<file path="src/rtl/tts_pkg.sv">
// Shared types and byte constants for the template-to-script translator.
// No dependencies; imported by every other file of the block but tts_stream_if.
package tts_pkg;

   typedef struct packed {
      logic [7:0] in_byte;
      logic       in_last;
   } req_payload_type;

   typedef struct packed {
      logic [7:0] out_byte;
      logic       item_done;
      logic       stream_done;
   } rsp_payload_type;

   // One classified input byte: which output segments to play, in this order:
   // run header, tag prefix, escaped literal, run close, '?', raw byte, '?', newline.
   typedef struct packed {
      logic       head;
      logic [2:0] pfx_len;
      logic       lit;
      logic       close;
      logic       q1;
      logic       raw;
      logic       q2;
      logic       nl;
      logic [7:0] data;
      logic       last;
   } cmd_type;

   localparam logic [7:0] CH_LT    = 8'h3C;  // <
   localparam logic [7:0] CH_QM    = 8'h3F;  // ?
   localparam logic [7:0] CH_V     = 8'h76;
   localparam logic [7:0] CH_E     = 8'h65;
   localparam logic [7:0] CH_L     = 8'h6C;
   localparam logic [7:0] CH_GT    = 8'h3E;  // >
   localparam logic [7:0] CH_LBR   = 8'h7B;  // {
   localparam logic [7:0] CH_RBR   = 8'h7D;  // }
   localparam logic [7:0] CH_O     = 8'h6F;
   localparam logic [7:0] CH_C     = 8'h63;
   localparam logic [7:0] CH_BSL   = 8'h5C;  // backslash
   localparam logic [7:0] CH_W     = 8'h77;
   localparam logic [7:0] CH_R     = 8'h72;
   localparam logic [7:0] CH_I     = 8'h69;
   localparam logic [7:0] CH_T     = 8'h74;
   localparam logic [7:0] CH_SP    = 8'h20;
   localparam logic [7:0] CH_DQ    = 8'h22;  // double quote
   localparam logic [7:0] CH_NL    = 8'h0A;

   // Opening tag byte at a given match position.
   function automatic logic [7:0] open_tag_byte(input logic [2:0] pos);
      logic [7:0] b;
      case (pos)
         3'd0:    b = CH_LT;
         3'd1:    b = CH_QM;
         3'd2:    b = CH_V;
         3'd3:    b = CH_E;
         3'd4:    b = CH_L;
         default: b = CH_LT;
      endcase
      return b;
   endfunction

endpackage

</file>
<file path="src/rtl/tts_stream_if.sv">
// Valid/ready stream interface with a typed payload.
// Depends on nothing; payload type is set per instance.
interface tts_stream_if #(parameter type payload_type = logic) ();
   logic        valid;
   logic        ready;
   payload_type payload;

   modport source (output valid, output payload, input ready);
   modport sink   (input valid, input payload, output ready);
endinterface

</file>
<file path="src/rtl/tts_front.sv">
// Front end: accepts template bytes, tracks tag matching and mode, and turns
// each byte into a segment command. Depends on tts_pkg.
module tts_front (
   input  logic              clock,
   input  logic              reset,
   input  logic              req_valid,
   output logic              req_ready,
   input  tts_pkg::req_payload_type req_data,
   input  logic              q_full,
   output logic              q_push,
   output tts_pkg::cmd_type  q_cmd
);
   import tts_pkg::*;

   logic       code_ff, code_in;
   logic       run_ff, run_in;
   logic [2:0] match_ff, match_in;
   logic       qpend_ff, qpend_in;
   logic       accept;
   logic       matched;
   logic [7:0] b;
   cmd_type    cmd;

   assign b         = req_data.in_byte;
   assign req_ready = !q_full;
   assign accept    = req_valid && req_ready;

   always_comb begin
      cmd      = '0;
      cmd.data = b;
      cmd.last = req_data.in_last;
      code_in  = code_ff;
      run_in   = run_ff;
      match_in = match_ff;
      qpend_in = qpend_ff;
      matched  = 1'b0;
      if (code_ff) begin
         if (qpend_ff && b == CH_GT) begin
            cmd.nl   = 1'b1;
            code_in  = 1'b0;
            qpend_in = 1'b0;
         end else begin
            cmd.q1 = qpend_ff;
            if (b == CH_QM) begin
               qpend_in = 1'b1;
            end else begin
               cmd.raw  = 1'b1;
               qpend_in = 1'b0;
            end
         end
      end else begin
         if (b == open_tag_byte(match_ff)) begin
            if (match_ff == 3'd4) begin
               cmd.close = run_ff;
               run_in    = 1'b0;
               code_in   = 1'b1;
               qpend_in  = 1'b0;
               match_in  = 3'd0;
            end else begin
               matched  = 1'b1;
               match_in = match_ff + 3'd1;
            end
         end else begin
            // flush the failed prefix, then retry on this byte
            cmd.pfx_len = match_ff;
            if (b == CH_LT) begin
               cmd.head = !run_ff && (match_ff != 3'd0);
               run_in   = run_ff || (match_ff != 3'd0);
               match_in = 3'd1;
            end else begin
               cmd.head = !run_ff;
               cmd.lit  = 1'b1;
               run_in   = 1'b1;
               match_in = 3'd0;
            end
         end
      end
      if (req_data.in_last) begin
         if (code_in) begin
            cmd.q2 = qpend_in;
            cmd.nl = 1'b1;
         end else begin
            if (match_in != 3'd0) begin
               if (matched) begin
                  cmd.pfx_len = match_in;
               end else begin
                  cmd.lit = 1'b1;
               end
               cmd.head = cmd.head || !run_in;
            end
            cmd.close = run_in || (match_in != 3'd0);
         end
         code_in  = 1'b0;
         run_in   = 1'b0;
         match_in = 3'd0;
         qpend_in = 1'b0;
      end
   end

   assign q_cmd  = cmd;
   assign q_push = accept && (cmd.head || cmd.pfx_len != 3'd0 || cmd.lit || cmd.close ||
                              cmd.q1 || cmd.raw || cmd.q2 || cmd.nl);

   always_ff @(posedge clock) begin
      if (reset) begin
         code_ff  <= 1'b0;
         run_ff   <= 1'b0;
         match_ff <= 3'd0;
         qpend_ff <= 1'b0;
      end else if (accept) begin
         code_ff  <= code_in;
         run_ff   <= run_in;
         match_ff <= match_in;
         qpend_ff <= qpend_in;
      end
   end

endmodule

</file>
<file path="src/rtl/tts_queue.sv">
// Small command queue between front and back end, flop based.
// Depends on tts_pkg for the command type.
module tts_queue #(
   parameter int DEPTH = 4
) (
   input  logic             clock,
   input  logic             reset,
   input  logic             push,
   input  tts_pkg::cmd_type push_cmd,
   output logic             full,
   input  logic             pop,
   output logic             not_empty,
   output tts_pkg::cmd_type head_cmd
);
   import tts_pkg::*;

   localparam int PTR_W = (DEPTH > 1) ? $clog2(DEPTH) : 1;
   localparam int CNT_W = $clog2(DEPTH + 1);

   cmd_type            slot_ff [DEPTH];
   logic [PTR_W-1:0]   wr_ff, wr_in;
   logic [PTR_W-1:0]   rd_ff, rd_in;
   logic [CNT_W-1:0]   cnt_ff, cnt_in;
   logic               do_pop;

   assign full      = (cnt_ff == CNT_W'(DEPTH));
   assign not_empty = (cnt_ff != '0);
   assign head_cmd  = slot_ff[rd_ff];
   assign do_pop    = pop && not_empty;

   always_comb begin
      wr_in  = wr_ff;
      rd_in  = rd_ff;
      cnt_in = cnt_ff;
      if (push) begin
         wr_in = (wr_ff == PTR_W'(DEPTH - 1)) ? '0 : wr_ff + 1'b1;
      end
      if (do_pop) begin
         rd_in = (rd_ff == PTR_W'(DEPTH - 1)) ? '0 : rd_ff + 1'b1;
      end
      if (push && !do_pop) begin
         cnt_in = cnt_ff + 1'b1;
      end else if (!push && do_pop) begin
         cnt_in = cnt_ff - 1'b1;
      end
   end

   always_ff @(posedge clock) begin
      if (reset) begin
         wr_ff  <= '0;
         rd_ff  <= '0;
         cnt_ff <= '0;
      end else begin
         wr_ff  <= wr_in;
         rd_ff  <= rd_in;
         cnt_ff <= cnt_in;
      end
   end

   always_ff @(posedge clock) begin
      if (push) begin
         slot_ff[wr_ff] <= push_cmd;
      end
   end

endmodule

</file>
<file path="src/rtl/tts_back.sv">
// Back end: plays out the segments of each queued command one byte per
// cycle, while the output is not stalled, into an output register. Depends on tts_pkg.
module tts_back (
   input  logic                      clock,
   input  logic                      reset,
   input  logic                      q_not_empty,
   input  tts_pkg::cmd_type          q_cmd,
   output logic                      q_pop,
   output logic                      rsp_valid,
   input  logic                      rsp_ready,
   output tts_pkg::rsp_payload_type  rsp_data
);
   import tts_pkg::*;

   localparam logic [2:0] PH_HEAD  = 3'd0;
   localparam logic [2:0] PH_PFX   = 3'd1;
   localparam logic [2:0] PH_LIT   = 3'd2;
   localparam logic [2:0] PH_CLOSE = 3'd3;
   localparam logic [2:0] PH_Q1    = 3'd4;
   localparam logic [2:0] PH_RAW   = 3'd5;
   localparam logic [2:0] PH_Q2    = 3'd6;
   localparam logic [2:0] PH_NL    = 3'd7;

   function automatic logic [7:0] seg_mask(input cmd_type c);
      return {c.nl, c.q2, c.raw, c.q1, c.close, c.lit, c.pfx_len != 3'd0, c.head};
   endfunction

   function automatic logic [2:0] lowest_bit(input logic [7:0] m);
      logic [2:0] p;
      p = 3'd0;
      for (int i = 7; i >= 0; i--) begin
         if (m[i]) p = 3'(i);
      end
      return p;
   endfunction

   function automatic logic needs_escape(input logic [7:0] b);
      return (b == CH_LBR) || (b == CH_RBR) || (b == CH_DQ) || (b == CH_BSL);
   endfunction

   function automatic logic [7:0] head_byte(input logic [2:0] idx);
      logic [7:0] r;
      case (idx)
         3'd0:    r = CH_NL;
         3'd1:    r = CH_W;
         3'd2:    r = CH_R;
         3'd3:    r = CH_I;
         3'd4:    r = CH_T;
         3'd5:    r = CH_E;
         3'd6:    r = CH_SP;
         3'd7:    r = CH_DQ;
         default: r = CH_NL;
      endcase
      return r;
   endfunction

   cmd_type    cmd_ff;
   logic       cur_vld_ff, cur_vld_in;
   logic [2:0] ph_ff, ph_in;
   logic [2:0] idx_ff, idx_in;
   logic       out_vld_ff, out_vld_in;
   rsp_payload_type out_ff, out_in;

   logic       load_en, emit, ph_end, fin;
   logic [2:0] last_idx;
   logic [7:0] above, next_mask;
   logic [7:0] cur_byte;

   assign load_en = !out_vld_ff || rsp_ready;
   assign emit    = cur_vld_ff && load_en;

   always_comb begin
      last_idx = 3'd0;
      cur_byte = cmd_ff.data;
      case (ph_ff)
         PH_HEAD: begin
            last_idx = 3'd7;
            cur_byte = head_byte(idx_ff);
         end
         PH_PFX: begin
            last_idx = cmd_ff.pfx_len - 3'd1;
            cur_byte = open_tag_byte(idx_ff);
         end
         PH_LIT: begin
            last_idx = {2'b00, needs_escape(cmd_ff.data)};
            if (needs_escape(cmd_ff.data) && idx_ff == 3'd0) begin
               cur_byte = CH_BSL;
            end else if (cmd_ff.data == CH_LBR) begin
               cur_byte = CH_O;
            end else if (cmd_ff.data == CH_RBR) begin
               cur_byte = CH_C;
            end else begin
               cur_byte = cmd_ff.data;
            end
         end
         PH_CLOSE: begin
            last_idx = 3'd1;
            cur_byte = (idx_ff == 3'd0) ? CH_DQ : CH_NL;
         end
         PH_Q1:    cur_byte = CH_QM;
         PH_RAW:   cur_byte = cmd_ff.data;
         PH_Q2:    cur_byte = CH_QM;
         PH_NL:    cur_byte = CH_NL;
         default:  cur_byte = cmd_ff.data;
      endcase
   end

   assign above     = 8'hFE << ph_ff;
   assign next_mask = seg_mask(cmd_ff) & above;
   assign ph_end    = (idx_ff == last_idx);
   assign fin       = ph_end && (next_mask == 8'd0);
   assign q_pop     = q_not_empty && (!cur_vld_ff || (emit && fin));

   always_comb begin
      cur_vld_in = cur_vld_ff;
      ph_in      = ph_ff;
      idx_in     = idx_ff;
      out_vld_in = out_vld_ff;
      out_in     = out_ff;
      if (load_en) begin
         out_vld_in = cur_vld_ff;
      end
      if (emit) begin
         out_in.out_byte    = cur_byte;
         out_in.item_done   = fin;
         out_in.stream_done = fin && cmd_ff.last;
         if (ph_end) begin
            ph_in  = lowest_bit(next_mask);
            idx_in = 3'd0;
         end else begin
            idx_in = idx_ff + 3'd1;
         end
         if (fin) begin
            cur_vld_in = 1'b0;
         end
      end
      if (q_pop) begin
         cur_vld_in = 1'b1;
         ph_in      = lowest_bit(seg_mask(q_cmd));
         idx_in     = 3'd0;
      end
   end

   always_ff @(posedge clock) begin
      if (reset) begin
         cur_vld_ff <= 1'b0;
         out_vld_ff <= 1'b0;
         ph_ff      <= PH_HEAD;
         idx_ff     <= 3'd0;
      end else begin
         cur_vld_ff <= cur_vld_in;
         out_vld_ff <= out_vld_in;
         ph_ff      <= ph_in;
         idx_ff     <= idx_in;
      end
   end

   always_ff @(posedge clock) begin
      out_ff <= out_in;
      if (q_pop) begin
         cmd_ff <= q_cmd;
      end
   end

   assign rsp_valid = out_vld_ff;
   assign rsp_data  = out_ff;

endmodule

</file>
<file path="src/rtl/template_tag_to_script_translator_top.sv">
// Channel   Dir  Payload                                 Accepted when
// req_ch    in   in_byte[7:0], in_last                   req_ch.valid && req_ch.ready
// rsp_ch    out  out_byte[7:0], item_done, stream_done   rsp_ch.valid && rsp_ch.ready
//
// A byte is classified in the cycle it is accepted; its output bytes leave one per
// cycle from the back end while rsp_ch is not stalled, 0 to 16 per input byte, so
// throughput is set by the back end's single output byte per cycle.
// Reset is synchronous and returns tag matching and mode to literal text.
// The command queue (QUEUE_DEPTH entries) lets input and output stall independently.
// Depends on tts_pkg, tts_stream_if, tts_front, tts_queue, tts_back.
module template_tag_to_script_translator_top #(
   parameter int QUEUE_DEPTH = 4
) (
   input  logic          clock,
   input  logic          reset,
   tts_stream_if.sink    req_ch,
   tts_stream_if.source  rsp_ch
);
   import tts_pkg::*;

   logic    q_push, q_full, q_pop, q_not_empty;
   cmd_type push_cmd, head_cmd;
   rsp_payload_type rsp_data;
   req_payload_type req_data;

   assign req_data = req_ch.payload;

   tts_front u_front (
      .clock     (clock),
      .reset     (reset),
      .req_valid (req_ch.valid),
      .req_ready (req_ch.ready),
      .req_data  (req_data),
      .q_full    (q_full),
      .q_push    (q_push),
      .q_cmd     (push_cmd)
   );

   tts_queue #(.DEPTH(QUEUE_DEPTH)) u_queue (
      .clock     (clock),
      .reset     (reset),
      .push      (q_push),
      .push_cmd  (push_cmd),
      .full      (q_full),
      .pop       (q_pop),
      .not_empty (q_not_empty),
      .head_cmd  (head_cmd)
   );

   tts_back u_back (
      .clock       (clock),
      .reset       (reset),
      .q_not_empty (q_not_empty),
      .q_cmd       (head_cmd),
      .q_pop       (q_pop),
      .rsp_valid   (rsp_ch.valid),
      .rsp_ready   (rsp_ch.ready),
      .rsp_data    (rsp_data)
   );

   assign rsp_ch.payload = rsp_data;

   // never push a transaction into a full queue
   assert property (@(posedge clock) disable iff (reset) q_push |-> !q_full)
      else $error("command pushed into full queue");

   // end of stream is always the last byte of its input byte
   assert property (@(posedge clock) disable iff (reset)
      rsp_ch.valid && rsp_data.stream_done |-> rsp_data.item_done)
      else $error("stream_done without item_done");

   // no output straight out of reset
   assert property (@(posedge clock) $past(reset) |-> !rsp_ch.valid)
      else $error("output valid right after reset");

   // a popped command is only taken when the queue holds one
   assert property (@(posedge clock) disable iff (reset) q_pop |-> q_not_empty)
      else $error("pop from empty queue");

endmodule
</file>
<file path="src/flat_wrapper.sv">
// flat-port wrapper written by rule: the top's interface ports become plain ports
module template_tag_to_script_translator_top_flat import tts_pkg::*;
#(
   parameter int QUEUE_DEPTH = 4
)
  (clock, reset, req_ch_valid, req_ch_payload, req_ch_ready, rsp_ch_valid, rsp_ch_payload, rsp_ch_ready);
  tts_stream_if req_ch_i ();
  tts_stream_if rsp_ch_i ();
  input  logic clock;
  input  logic reset;
  input wire logic [$bits(req_ch_i.valid)-1:0] req_ch_valid;
  input wire logic [$bits(req_ch_i.payload)-1:0] req_ch_payload;
  output wire logic [$bits(req_ch_i.ready)-1:0] req_ch_ready;
  output wire logic [$bits(rsp_ch_i.valid)-1:0] rsp_ch_valid;
  output wire logic [$bits(rsp_ch_i.payload)-1:0] rsp_ch_payload;
  input wire logic [$bits(rsp_ch_i.ready)-1:0] rsp_ch_ready;
  assign req_ch_i.valid = req_ch_valid;
  assign req_ch_i.payload = req_ch_payload;
  assign req_ch_ready = req_ch_i.ready;
  assign rsp_ch_valid = rsp_ch_i.valid;
  assign rsp_ch_payload = rsp_ch_i.payload;
  assign rsp_ch_i.ready = rsp_ch_ready;
  template_tag_to_script_translator_top #(.QUEUE_DEPTH(QUEUE_DEPTH)) u_core (.clock(clock), .reset(reset), .req_ch(req_ch_i), .rsp_ch(rsp_ch_i));
endmodule
</file>
<file path="config.mk">
export PLATFORM = sky130hd
export DESIGN_NAME = template_tag_to_script_translator_top_flat
export DESIGN_NICKNAME = d
export VERILOG_FILES = /design/src/rtl/tts_pkg.sv /design/src/rtl/tts_stream_if.sv /design/src/rtl/tts_front.sv /design/src/rtl/tts_queue.sv /design/src/rtl/tts_back.sv /design/src/rtl/template_tag_to_script_translator_top.sv /design/src/flat_wrapper.sv
export SDC_FILE = /design/constraint.sdc
export NUM_CORES = 1
export LEC_CHECK = 0
export BUFFER_PORTS_ARGS = -buffer_cell sky130_fd_sc_hd__buf_2
export CAP_MARGIN = 20
export CORE_UTILIZATION = 40
export DETAILED_ROUTE_END_ITERATION = 16
export SYNTH_ARGS = -nofsm -noshare
export SYNTH_HDL_FRONTEND = slang
export SYNTH_HIERARCHICAL = 1
export SYNTH_SLANG_ARGS = --single-unit
</file>
<file path="constraint.sdc">
create_clock -name clock -period 3.15 [get_ports clock]
set_input_delay 0.315 -clock clock [delete_from_list [all_inputs] [get_ports clock]]
set_output_delay 0.315 -clock clock [all_outputs]
set_load 0.02 [all_outputs]
</file>
-- Yosys cells after proc, flatten, opt, wreduce, memory -nomap -nowiden
Memories as Yosys holds them, arrays and structs flattened. A register that Yosys moved wholly into a read port is not among the register bits.
Cells that the tools add are included.
- output and inout port bits: 3
- memories kept: 1
- flip-flop bits (word level): 41
- logic and storage cells: 158
- memory bits (writable): 44
- memories (memory ; words ; width ; rd ports ; clocked after Yosys merged registers in ; write ports ; line ; text):
    u_core.u_queue.slot_ff ; 4 ; 11 ; 1 ; 1 ; 1 ; tts_queue.sv:20 ; cmd_type slot_ff [DEPTH];
- shift operators: 1
- reduce and logical (&&, ||, !) cells: 46
- equality and inequality tests: 15
- bitwise operators: 1
- add/subtract/negate cells: 7
- mux-type cells: 65
- operator list (operator ; number):
    two-way mux 3 bit ; 27
    case mux 7 bit (4 select lines) ; 1
    == test 8 x 7 -> 1 bit (second input constant) ; 3
    two-way mux 1 bit ; 23
    two-way mux 6 bit ; 3
    zero test 8 bit ; 2
    nonzero test 3 bit ; 5
    logical OR 1 bit ; 14
    two-way mux 2 bit ; 7
    == test 3 x 2 -> 1 bit (second input constant) ; 4
    case mux 3 bit (4 select lines) ; 1
    logical AND 1 bit ; 10
    two-way mux 5 bit ; 2
    adder 3 x 1 -> 3 bit (second input constant) ; 3
    bitwise AND 8 bit ; 1
    == test 8 x 6 -> 1 bit (second input constant) ; 1
    two-way mux 8 bit ; 1
    nonzero test 2 bit ; 4
    left shift 8 x 3 -> 8 bit (first input constant) ; 1
    zero test 1 bit ; 7
    == test 3 x 1 -> 1 bit (second input constant) ; 2
    == test 3 bit (second input constant) ; 2
    subtractor 3 x 1 -> 3 bit (second input constant) ; 2
    adder 2 x 1 -> 2 bit (second input constant) ; 2
    5 further kinds ; 7

-- Depth between registers and ports, before layout
Gate-level depths: netlist of the first run.
- depth in word-level cells: 24
- gate-level depth with buffers: 16
- mapped depth without buffers: 15

-- By module
Netlist of the first run, hierarchy kept.
- modules (own cells, without submodules) (module ; sequential area each (um^2) ; times used ; area an instance (um^2) ; cells an instance):
    tts_queue ; 2462.4 ; 1 ; 3243.1 ; 143
    tts_back ; 1141.1 ; 1 ; 2549.9 ; 260
    tts_front ; 120.1 ; 1 ; 1034.7 ; 132
    template_tag_to_script_translator_top ; 0.0 ; 1 ; 3.8 ; 1

-- Worst setup path before layout of the first run
Ideal clock, no wire load.
- path kind: register to register
- start: register u_core/u_back/cmd_ff[15] (netlist name)
- end: register u_core.u_queue.cnt_ff[2]
- slack: 0.026 ns
- setup time: 0.070 ns
- path buffers: 0
- period minus slack after synthesis: 3.124 ns
- arrival: 3.054 ns
- data required time: 3.080 ns
- stages on the path, launching flop included: 15
- cell sequence: edfxtp_1 inv_1 ha_1 xor2_2 nor4b_1 o311ai_4 a22oi_2 a41o_4 o31ai_4 ha_1 inv_1 fa_1 xor2_1 or3_1 a21oi_1
- longest elaborated chain between the ends: 11
- elaborated cells between the ends (all ways): 16
- those cells by class: add/sub: 1; eq/ne: 1; mux: 2; bitwise: 1; reduce/logical: 11
- ends and longest elaborated chain (what ; line ; text):
    start: declaration ; tts_back.sv:57 ; cmd_type cmd_ff;
    start signal: assignment ; tts_back.sv:161 ; cmd_ff <= q_cmd;
    subtractor 3 x 1 -> 3 bit / nonzero test 3 bit (equally long branches) ; tts_back.sv:81, tts_back.sv:25 ;
    case mux 3 bit (4 select lines) / bitwise AND 8 bit (equally long branches) ; tts_back.sv:75, tts_back.sv:109 ;
    == test 3 bit / zero test 8 bit (equally long branches) ; tts_back.sv:110, tts_back.sv:111 ;
    logical AND 1 bit * ; tts_back.sv:111 ; assign fin = ph_end && (next_mask == 8'd0);
    logical AND 1 bit * ; tts_back.sv:112 ; assign q_pop = q_not_empty && (!cur_vld_ff || (emit && fin));
    logical OR 1 bit * ; tts_back.sv:112 ;
    logical AND 1 bit * ; tts_back.sv:112 ;
    via u_core.q_pop ; template_tag_to_script_translator_top.sv:21 ; logic q_push, q_full, q_pop, q_not_empty;
    logical AND 1 bit * ; tts_queue.sv:29 ; assign do_pop = pop && not_empty;
    zero test 1 bit ; tts_queue.sv:41 ; if (push && !do_pop) begin
    logical AND 1 bit ; tts_queue.sv:41 ;
    two-way mux 3 bit / nonzero test 2 bit (equally long branches) ; - ;
    end signal: assignment ; tts_queue.sv:56 ; cnt_ff <= cnt_in;
    end: declaration ; tts_queue.sv:23 ; logic [CNT_W-1:0] cnt_ff, cnt_in;
The timed path passes the listed nets; every way through them passes the cells marked *.
A chain may end at the register's enable or synchronous reset.

-- Worst setup path in the final report of the first run
Same ends and word-level chain as after synthesis.

==> metrics.log, run 1 <==
INFO  metric setup.worst_path.class = register to register
INFO  metric timing.critical_path.slowest_cell_delay = 0.39 ns
INFO  metric final_antenna_net_count = 0
INFO  metric detailedRoute.firstIterationViolations = 210
INFO  metric timing.slew.headroom = 0.573
INFO  metric arrival = 3.55 ns
INFO  metric number_of_warnings_reported_in_the_yosys_synthesis_log = 6
INFO  metric area_growth = 17.6%
INFO  metric cts_tree = done
INFO  metric finish.utilization = 0.490
INFO  metric timing.critical_path.fanout_max = 4
INFO  metric met1_length = about 5000 um
INFO  metric cp_common_cell = inv_2
INFO  metric highest_signal_layer_in_the_routed_design = met4
INFO  metric fin_total_pwr = 0.00596 W
INFO  metric final_critical_path_setup_slack = -0.0493 ns
INFO  metric worst_clock_skew = 0.00550 ns
INFO  metric outcome = finished, violations left
INFO  metric route.detailed.wl_per_inst = 15.9 um
INFO  metric min_path_type = input port to register
INFO  metric mapped_cell_area = 5870 sq um
INFO  metric fmaxAchievable = about 310 MHz
INFO  metric report.final.setup_viol = 1
INFO  metric core.rowCount = 43
INFO  metric grt_pass1_wl = 16900 um
INFO  metric root_buffer = clkbuf_16
INFO  metric multiInputGateArea = 2430 sq um
INFO  metric power_density_relative_to_cell_area = 863 nW/um^2
INFO  metric antennaDiodeCount = 0
INFO  metric port_buffers = 7
INFO  metric globalplace.congestion = 0.861
INFO  metric routed-via-count = approximately 3500
INFO  metric cts_htree_levels = 4
INFO  metric timing.final.max_slew_violations = 0
INFO  metric met2_length = 5220 um
INFO  metric filler_cells_inserted = 1220
INFO  metric i_o_pin_count = 8
INFO  metric timing.critical_path.max_delay_family = compound AO/OA/AOI/OAI gates
INFO  metric worst_ep_required_time = ~3.5 ns
INFO  metric fin_crit = ~3.2 ns
INFO  metric leakagePower = around 2.4 nW
INFO  metric violated_checks = setup timing
INFO  metric critPathLaunchType = register
INFO  metric die_x = 123 um
INFO  metric fin_crit_sh = 1.02
INFO  metric drv_cap = 0
INFO  metric die_h = 123 um
INFO  metric worstSetupEndpointType = register
INFO  metric grt_usage = 0.152
INFO  metric post-dp-hpwl = 7050 um
INFO  metric initial_core_util = 0.416
INFO  metric sequential_cell_area = 3310 sq um
INFO  metric final_cells = between 600 and 700
INFO  metric dr.pass1.iters = 4
INFO  metric grt_setup_unrepaired = yes
INFO  metric die_area = 15200 sq um
INFO  metric syn-mean-instance-area = approximately 14 sq um
INFO  metric finalHoldViolCount = 0
INFO  metric met3RoutedLength = 357 um
INFO  metric drc = 0
INFO  metric crit_path_cell_trace = inv_2, ha_1, nand4bb_1, o32ai_1, a41oi_2, a22oi_2, a41o_4, o31ai_4, ha_2, inv_2, fa_2, xor2_1, or3_1, a21oi_2
INFO  metric ir_worst_vdd = 373 uV
INFO  metric viasPerCell = 5.20
INFO  metric cts_inserted_buffers = 17
INFO  metric cts-root-to-sink-buffers = 2
INFO  metric grt_pass1_vias = 3305
INFO  metric post_synth_inst_count = 432
INFO  metric dp_cells = between 600 and 700
INFO  metric critPathBufInv = 2
INFO  metric final_nets = 503
INFO  metric clock_transition_at_the_registers_of_the_reported_paths = 0.06 ns
INFO  metric cts_hold_buf = 0
INFO  metric grt_remaining_overflow = 0
INFO  metric cell_type_of_the_slowest_stage_on_the_worst_timing_path = ha_1
INFO  metric count_of_clock_tree_sinks = approximately 120
INFO  metric clk_latency = 0.41 ns
INFO  metric routed_wl = 10700 um
INFO  metric grt_start_max_net_pins = 23
INFO  metric tightest_slew = 0.635 ns
INFO  metric core_area = 14100 sq um
INFO  metric post_route_cells_drive_above_1_share = 0.221
INFO  metric initial_antenna_violation_count = 0
path summary, 6_finish.rpt:
kind	from	end	slack, ns	cells after the start
max	u_core/u_back/cmd_ff[15]	u_core/u_queue/cnt_ff[2]	-0.05	14
min	req_ch_payload	u_core/u_queue/slot_ff[0][0]	0.31	2
max reg2reg	u_core/u_back/cmd_ff[15]	u_core/u_queue/cnt_ff[2]	-0.05	14
min reg2reg	u_core/u_queue/rd_ff[0]	register	0.51	2
stage by stage:
stage	hold slack [ns]	setup TNS, ns	setup WS, ns	area, sq um
6_report	0.312	-0.0493	-0.0493	6900
5_1_grt	0.313	-0.121	-0.121	6900
4_1_cts	0.299	0	0.0188	6840
3_5_place_dp	0.496	-0.0312	-0.0312	6180
3_3_place_gp	0.492	0	0.0910	6180
2_1_floorplan	0.384	0	0.0366	5970
routing by layer:
layer  up-vias  GRT usage
met4         0     0.0761
met1      1680      0.193
met5         -          0
met2        79      0.238
li1       1723          -
met3        24     0.0447
sequential cells by signal, indices dropped and copies added, names as in the netlist, named ones only:
signal,flops
u_core/u_queue/wr_ff,2
u_core/u_queue/cnt_ff,3
u_core/u_back/rsp_valid,1
u_core/u_front/match_ff,3
u_core/u_front/run_ff,1
u_core/u_back/cur_vld_ff,1
u_core/u_queue/slot_ff,76
u_core/u_front/code_ff,1
u_core/u_back/ph_ff,3
u_core/u_back/cmd_ff,18
u_core/u_back/rsp_data,1
u_core/u_queue/rd_ff,2
u_core/u_back/idx_ff,3
u_core/u_front/qpend_ff,1
placed cells by master, fill, tap and decap left out, drive strengths merged, types with 6 or more instances in the layout:
master,n
edfxtp,95
nor2,32
buf,30
conb,29
inv,28
dfxtp,23
nand2,22
a21oi,20
mux4,19
clkbuf,17
ha,16
nor3,12
o21ai,12
and2,9
nand3,8
nor2b,6
mux2i,6
or3,6
xor2,6
report_power, final:
group / switching [W] / internal, W
combinational: 0.000869 / 0.000729
sequential: 0.000235 / 0.00205
clock: 0.000737 / 0.00134
total: 0.00184 / 0.00412
final cells by class:
cell class,instances,area share
Clock buffer,17,0.0616
Multi-Input combinational cell,291,0.352
Timing Repair Buffer,30,0.0301
Clock inverter,15,0.0312
Tap cell,180,0.0326
Inverter,23,0.0125
Sequential cell,118,0.480
repair_timing:
action,CTS,global route
resized for setup,2,10
endpoints found under the hold margin,0,0
setup endpoints to repair,1,1
buffers inserted,2,2
pin swaps,4,9
(Power assumes the default switching activity.)
==> run 2, diff against run 1 <==
--- a/config.mk
+++ b/config.mk
@@ -7,8 +7,11 @@
 export LEC_CHECK = 0
 export BUFFER_PORTS_ARGS = -buffer_cell sky130_fd_sc_hd__buf_2
 export CAP_MARGIN = 20
-export CORE_UTILIZATION = 40
+export CELL_PAD_IN_SITES_DETAIL_PLACEMENT = 1
+export CELL_PAD_IN_SITES_GLOBAL_PLACEMENT = 2
+export CORE_UTILIZATION = 43
 export DETAILED_ROUTE_END_ITERATION = 16
+export PLACE_DENSITY_LB_ADDON = 0.1
 export SYNTH_ARGS = -nofsm -noshare
 export SYNTH_HDL_FRONTEND = slang
 export SYNTH_HIERARCHICAL = 1
==> run 2 against run 1 <==
The run now ends clean. Cell area fell by 0.13%. Routed wire length rose by 13%. Register-to-register slack improved by 0.12 ns. Critical path type unchanged.
==> metrics.log, run 2 (synthesis gave the netlist of run 1 again) <==
INFO  metric drc = 0
INFO  metric cts_tree = done
INFO  metric outcome = finished clean
INFO  metric timing.critical_path.fanout_max = 4
INFO  metric route.detailed.wl_per_inst = 18.0 um
INFO  metric ir_worst_vdd = 406 uV
INFO  metric cts_inserted_buffers = 17
INFO  metric routed-via-count = 3542
INFO  metric core_area = 13300 sq um
INFO  metric leakagePower = 2.44 nW
INFO  metric initial_antenna_violation_count = 0
INFO  metric i_o_pin_count = 8
INFO  metric layout_commonest_cell = edfxtp_1
INFO  metric fin_crit_sh = 0.977
INFO  metric tightest_slew = 0.737 ns
INFO  metric dr.pass1.iters = 4
INFO  metric final_nets = between 500 and 600
INFO  metric finalHoldViolCount = 0
INFO  metric detailedRoute.firstIterationViolations = between 100 and 150
INFO  metric dp_cells = 636
INFO  metric core.rowCount = 42
INFO  metric timing.slew.headroom = 0.504
INFO  metric fmaxAchievable = 325 MHz
INFO  metric final_antenna_net_count = 0
INFO  metric timing.setup.tns = 0 ns
INFO  metric clock_transition_at_the_registers_of_the_reported_paths = approximately 0.060 ns
INFO  metric worstSetupEndpointType = register
INFO  metric grt_remaining_overflow = 0
INFO  metric root_buffer = clkbuf_16
INFO  metric area_growth = 17.5%
INFO  metric post-dp-hpwl = 8390 um
INFO  metric grt_pass1_wl = 20000 um
INFO  metric clk_latency = 0.41 ns
INFO  metric cp_common_cell = ha_2
INFO  metric crit_path_cell_trace = inv_1, ha_2, nand4bb_1, o32ai_1, a41oi_2, a22oi_2, a41o_4, o31ai_4, ha_2, inv_2, fa_2, xor2_1, or3_1, a21oi_2
INFO  metric largest_register_ff_count = 76
INFO  metric grt_usage = 0.188
INFO  metric critPathLaunchType = register
INFO  metric antennaDiodeCount = 0
INFO  metric cts-root-to-sink-buffers = 2
INFO  metric worst_clock_skew = approximately 0.010 ns
INFO  metric grt_pass1_vias = between 3000 and 4000
INFO  metric globalplace.congestion = ~0.8
INFO  metric arrival = 3.42 ns
INFO  metric port_buffers = 7
INFO  metric setup.worst_path.class = register to register
INFO  metric routed_wl = 12100 um
INFO  metric die_x = 119 um
INFO  metric timing.final.max_slew_violations = 0
INFO  metric final_cell_mix = edfxtp_1 (95), nor2_1 (32), conb_1 (29)
INFO  metric grt_setup_unrepaired = yes
INFO  metric filler_cells_inserted = 1343
INFO  metric multiInputGateArea = 2430 sq um
INFO  metric report.final.setup_viol = 0
INFO  metric grt_start_max_net_pins = 23
INFO  metric timing.critical_path.slowest_cell_delay = 0.39 ns
INFO  metric viasPerCell = between 5 and 6
INFO  metric drv_cap = 0
INFO  metric initial_core_util = 0.441
INFO  metric cell_type_of_the_slowest_stage_on_the_worst_timing_path = or3_1
INFO  metric min_path_type = input port to register
INFO  metric fin_total_pwr = 0.00586 W
INFO  metric die_h = 119 um
INFO  metric die_area = 14100 sq um
INFO  metric fin_crit = 3.08 ns
INFO  metric post_route_cells_drive_above_1_share = 0.230
INFO  metric power_density_relative_to_cell_area = 849 nW/um^2
INFO  metric count_of_clock_tree_sinks = 118
INFO  metric cts_htree_levels = 4
INFO  metric final_cells = 675
INFO  metric largest_register = u_core/u_queue/slot_ff
INFO  metric sequential_cell_area = 3310 sq um
INFO  metric reg_top3 = u_core/u_queue/slot_ff (76), u_core/u_back/cmd_ff (18)
INFO  metric worst_ep_required_time = ~3.5 ns
run 2: cell count changes in the layout (fill, tap and decap cells not counted), sizes merged:
cell / before / now
clkinvlp: 3 / 1
clkinv: 3 / 7
buf: 30 / 35
bufinv: 4 / 2
run 2: timing repair:
item,4_1_cts,5_1_grt
endpoints found under the setup margin,1,2
hold buffers,0,0
pin swaps,3,9
resized for setup,2,12
cloned,0,0
buffers inserted,3,4
run 2: metal layers:
metal | wire [um] | track usage | part of all wire | up-vias
li1 | - | - | - | 1729
met1 | 5440 | 0.231 | 0.45 | 1757
met2 | 6250 | 0.320 | 0.51 | 39
met3 | 247 | 0.0426 | 0.020 | 17
met4 | 210 | 0.0791 | 0.017 | 0
met5 | 0 | 0 | 0 | -
run 2: cell type report:
type | instances | area share
clock buffer | 17 | 0.0617
multi-input combinational | 291 | 0.353
clock inverter | 15 | 0.0243
tap | 176 | 0.0319
sequential | 118 | 0.481
timing repair buffer | 35 | 0.0356
inverter | 23 | 0.0125
run 2: through the flow:
step / worst slack (ns) / hold WS (ns) / area (sq um) / utilization
2_1_floorplan: 0.0366 / 0.384 / 5970 / -
3_3_place_gp: 0.0647 / 0.487 / 6190 / 0.465
5_1_grt: -0.0621 / 0.344 / 6890 / 0.519
3_5_place_dp: -0.0438 / 0.505 / 6190 / 0.465
6_report: 0.0727 / 0.324 / 6890 / 0.519
4_1_cts: 0.0158 / 0.308 / 6810 / 0.512
run 2: where the power goes:
part | internal (W) | total, W | switching, W | leakage [nW]
clock | 0.00118 | 0.00190 | 0.000724 | 0.287
sequential | 0.00205 | 0.00224 | 0.000191 | 1.06
combinational | 0.000770 | 0.00171 | 0.000943 | 1.10
total | 0.00400 | 0.00586 | 0.00186 | 2.44
run 2: critical path: cells and delay by family (launching register included):
family | cells | cell delay, ns
fa+ha+maj | 3 | 0.89
simple gates | 2 | 0.52
buf+inv | 2 | 0.17
flops | 1 | 0.37
xor+xnor | 1 | 0.15
compound gates | 6 | 0.91
run 2: path summary, 6_finish.rpt:
check	end	start	slack [ns]	cells after the start
max reg2reg	u_core/u_queue/cnt_ff[2]	u_core/u_back/cmd_ff[16]	0.07	14
min reg2reg	register	u_core/u_queue/rd_ff[0]	0.50	2
min	u_core/u_queue/slot_ff[2][0]	req_ch_payload	0.32	2
max	u_core/u_queue/cnt_ff[2]	u_core/u_back/cmd_ff[16]	0.07	14
==> run 3, diff against run 2 <==
--- a/config.mk
+++ b/config.mk
@@ -11,7 +11,7 @@
 export CELL_PAD_IN_SITES_GLOBAL_PLACEMENT = 2
 export CORE_UTILIZATION = 43
 export DETAILED_ROUTE_END_ITERATION = 16
-export PLACE_DENSITY_LB_ADDON = 0.1
+export PLACE_DENSITY = 0.76
 export SYNTH_ARGS = -nofsm -noshare
 export SYNTH_HDL_FRONTEND = slang
 export SYNTH_HIERARCHICAL = 1
==> run 3 against run 2 <==
Routed wire length rose by 2.3%. Highest routed layer unchanged. First-iteration DRC count grew 63%. Via count is 2.2% higher. Global-route usage grew 0.20 points. Die area stayed put. Core utilization unchanged. Critical path depth did not move. Count of clock-buffer cells in the layout is the same. Largest cell class unchanged. Clock skew shrank 0.0036 ns.
==> metrics.log, run 3 (synthesis gave the netlist of run 1 again) <==
INFO  metric share_seq_of_total_power = 0.388
INFO  metric met3_usage = 0.0450
INFO  metric dr.pass1.iters = 4
INFO  metric die_area = 14100 sq um
INFO  metric viasPerCell = around 5.4
INFO  metric detailedRoute.firstIterationViolations = 188
INFO  metric clock_transition_at_the_registers_of_the_reported_paths = around 0.060 ns
INFO  metric globalplace.congestion = slightly above 0.8
INFO  metric tightest_slew = between 0.7 and 0.8 ns
INFO  metric cts_htree_levels = 4
INFO  metric worst_ep_required_time = 3.49 ns
INFO  metric finish.utilization = 0.519
INFO  metric finalHoldWorstSlack = 0.320 ns
INFO  metric grt_setup_unrepaired = yes
INFO  metric fin_crit_sh = 0.975
INFO  metric critPathBufInv = 2
INFO  metric grt.busiest_layer = met2
INFO  metric drv_cap = 0
INFO  metric layout_commonest_cell = edfxtp_1
INFO  metric cell_type_of_the_slowest_stage_on_the_worst_timing_path = edfxtp_1
INFO  metric timing.setup.tns = 0 ns
INFO  metric pwr-share-comb = 0.286
INFO  metric timing.slew.headroom = 0.532
INFO  metric critical_path_depth = 14
INFO  metric initial_antenna_violation_count = 0
INFO  metric count_of_clock_tree_sinks = 118
INFO  metric power_density_relative_to_cell_area = 854 nW/um^2
INFO  metric cts_hold_buf = 0
INFO  metric timing.final.max_slew_violations = 0
INFO  metric cts-root-to-sink-buffers = 2
INFO  metric area_growth = 17.5%
INFO  metric initial_core_util = 0.441
INFO  metric final_cell_mix = edfxtp_1 (95), nor2_1 (32), conb_1 (29)
INFO  metric largest_register = u_core/u_queue/slot_ff
INFO  metric final_cells = 675
INFO  metric clockPowerShare = 0.326
INFO  metric cts_tree = done
INFO  metric cts_inserted_buffers = 17
INFO  metric arrival = roughly 3.4 ns
INFO  metric grt_remaining_overflow = 0
INFO  metric hold_worst_path_end = u_core/u_queue/cnt_ff[1]
INFO  metric grt_start_max_net_pins = 23
INFO  metric timing.critical_path.fanout_max = 4
INFO  metric die_h = between 100 and 150 um
INFO  metric finalHoldViolCount = 0
INFO  metric globalRouteMet1Util = 0.230
INFO  metric drc = 0
INFO  metric route.detailed.wl_per_inst = 18.4 um
INFO  metric crit_path_cell_trace = inv_1, ha_2, nand4bb_1, o32ai_1, a41oi_2, a22oi_2, a41o_4, o31ai_4, ha_2, inv_1, fa_2, xor2_1, or3_1, a21oi_2
INFO  metric die_x = 119 um
INFO  metric largest_register_ff_count = 76
INFO  metric r2r_cells = 14
INFO  metric fin_total_pwr = around 0.0059 W
INFO  metric grt_pass1_wl = 20200 um
INFO  metric critPathLaunchType = register
INFO  metric cell_internal_power_dissipation = ~0.004 W
INFO  metric timing.critical_path.max_delay_family = adder cells
INFO  metric final_nets = 508
INFO  metric setup.worst_path.class = register to register
INFO  metric clk_latency = 0.41 ns
INFO  metric gr-usage-met2 = 0.328
INFO  metric reg_top3 = u_core/u_queue/slot_ff (76), u_core/u_back/cmd_ff (18)
INFO  metric outcome = finished clean
INFO  metric i_o_pin_count = 8
INFO  metric ir_worst_vdd = 510 uV
INFO  metric internal_reg_to_reg_setup_slack = 0.08 ns
INFO  metric leakagePower = between 2 and 2.5 nW
INFO  metric worst_hold_startpoint = reset
INFO  metric fmaxAchievable = 326 MHz
INFO  metric timing.critical_path.slowest_cell_delay = approximately 0.37 ns
INFO  metric post_route_cells_drive_above_1_share = 0.232
INFO  metric worstSetupEndpointType = register
INFO  metric timing.rr.start = u_core/u_back/cmd_ff[16]
INFO  metric worst_hold_path.num_cells = 2
INFO  metric filler_cells_inserted = 1356
INFO  metric grt_usage = 0.190
INFO  metric routed_wl = between 10000 and 15000 um
INFO  metric switching_share = 0.319
INFO  metric fin_crit = 3.07 ns
INFO  metric antennaDiodeCount = 0
INFO  metric post-dp-hpwl = 8580 um
INFO  metric report.final.setup_viol = 0
INFO  metric port_buffers = 7
INFO  metric power.net_switching = 0.00188 W
INFO  metric dp_cells = 637
INFO  metric worst_clock_skew = 0.00684 ns
INFO  metric routed-via-count = between 3000 and 4000
INFO  metric final_antenna_net_count = 0
INFO  metric grt_pass1_vias = 3844
INFO  metric core.rowCount = 42
INFO  metric min_path_type = input port to register
INFO  metric core_area = between 10000 and 15000 sq um
INFO  metric crit_reg_reg_endpoint = u_core/u_queue/cnt_ff[2]
INFO  metric root_buffer = clkbuf_16
[run 3: worst max-delay path by stage]
stage / start / to / slack [ns]
after floorplan: u_core/u_back/cmd_ff[15] / u_core/u_queue/cnt_ff[2] / 0.04
after global placement: u_core/u_back/cmd_ff[15] / u_core/u_queue/cnt_ff[2] / 0.07
after detailed placement: u_core/u_back/cmd_ff[15] / u_core/u_queue/cnt_ff[2] / -0.07
after CTS: u_core/u_back/cmd_ff[15] / u_core/u_queue/cnt_ff[2] / 0.02
after global routing: u_core/u_back/cmd_ff[15] / u_core/u_queue/cnt_ff[2] / -0.06
final: u_core/u_back/cmd_ff[16] / u_core/u_queue/cnt_ff[2] / 0.08
[run 3: what timing repair did]
action,in CTS,in global routing
pin swaps,4,5
resized for setup,2,12
endpoints found under the setup margin,1,2
buffers inserted,4,2
[run 3: final cells by class]
type	instances	area (sq um)	share of cell area
Inverter	23	86.3	0.0125
Clock inverter	15	166	0.0241
Timing Repair Buffer	35	245	0.0356
Tap cell	176	220	0.0319
Multi-Input combinational cell	291	2430	0.353
Clock buffer	17	425	0.0617
Sequential cell	118	3320	0.481
[run 3: metal layers]
| layer | vias to the layer above | part of all wire |
|---|---|---|
| met5 | - | 0 |
| met4 | 0 | 0.025 |
| met3 | 24 | 0.022 |
| met2 | 44 | 0.51 |
| met1 | 1825 | 0.44 |
| li1 | 1728 | - |
[run 3: per-stage QoR]
stage               cell area, sq um  setup slack, ns
floorplan                       5970           0.0366
global placement                6190           0.0706
detailed placement              6190          -0.0681
CTS                             6830           0.0165
global route                    6890          -0.0607
finish                          6890           0.0782
[run 3: power groups by stage]
stage | clock network [W] | registers (W) | logic, W
detailed placement | 0 | 0.00231 | 0.00152
global placement | 0 | 0.00228 | 0.00148
global route | 0.00202 | 0.00232 | 0.00185
floorplan | 0 | 0.00219 | 0.00124
finish | 0.00192 | 0.00228 | 0.00169
CTS | 0.00196 | 0.00228 | 0.00160
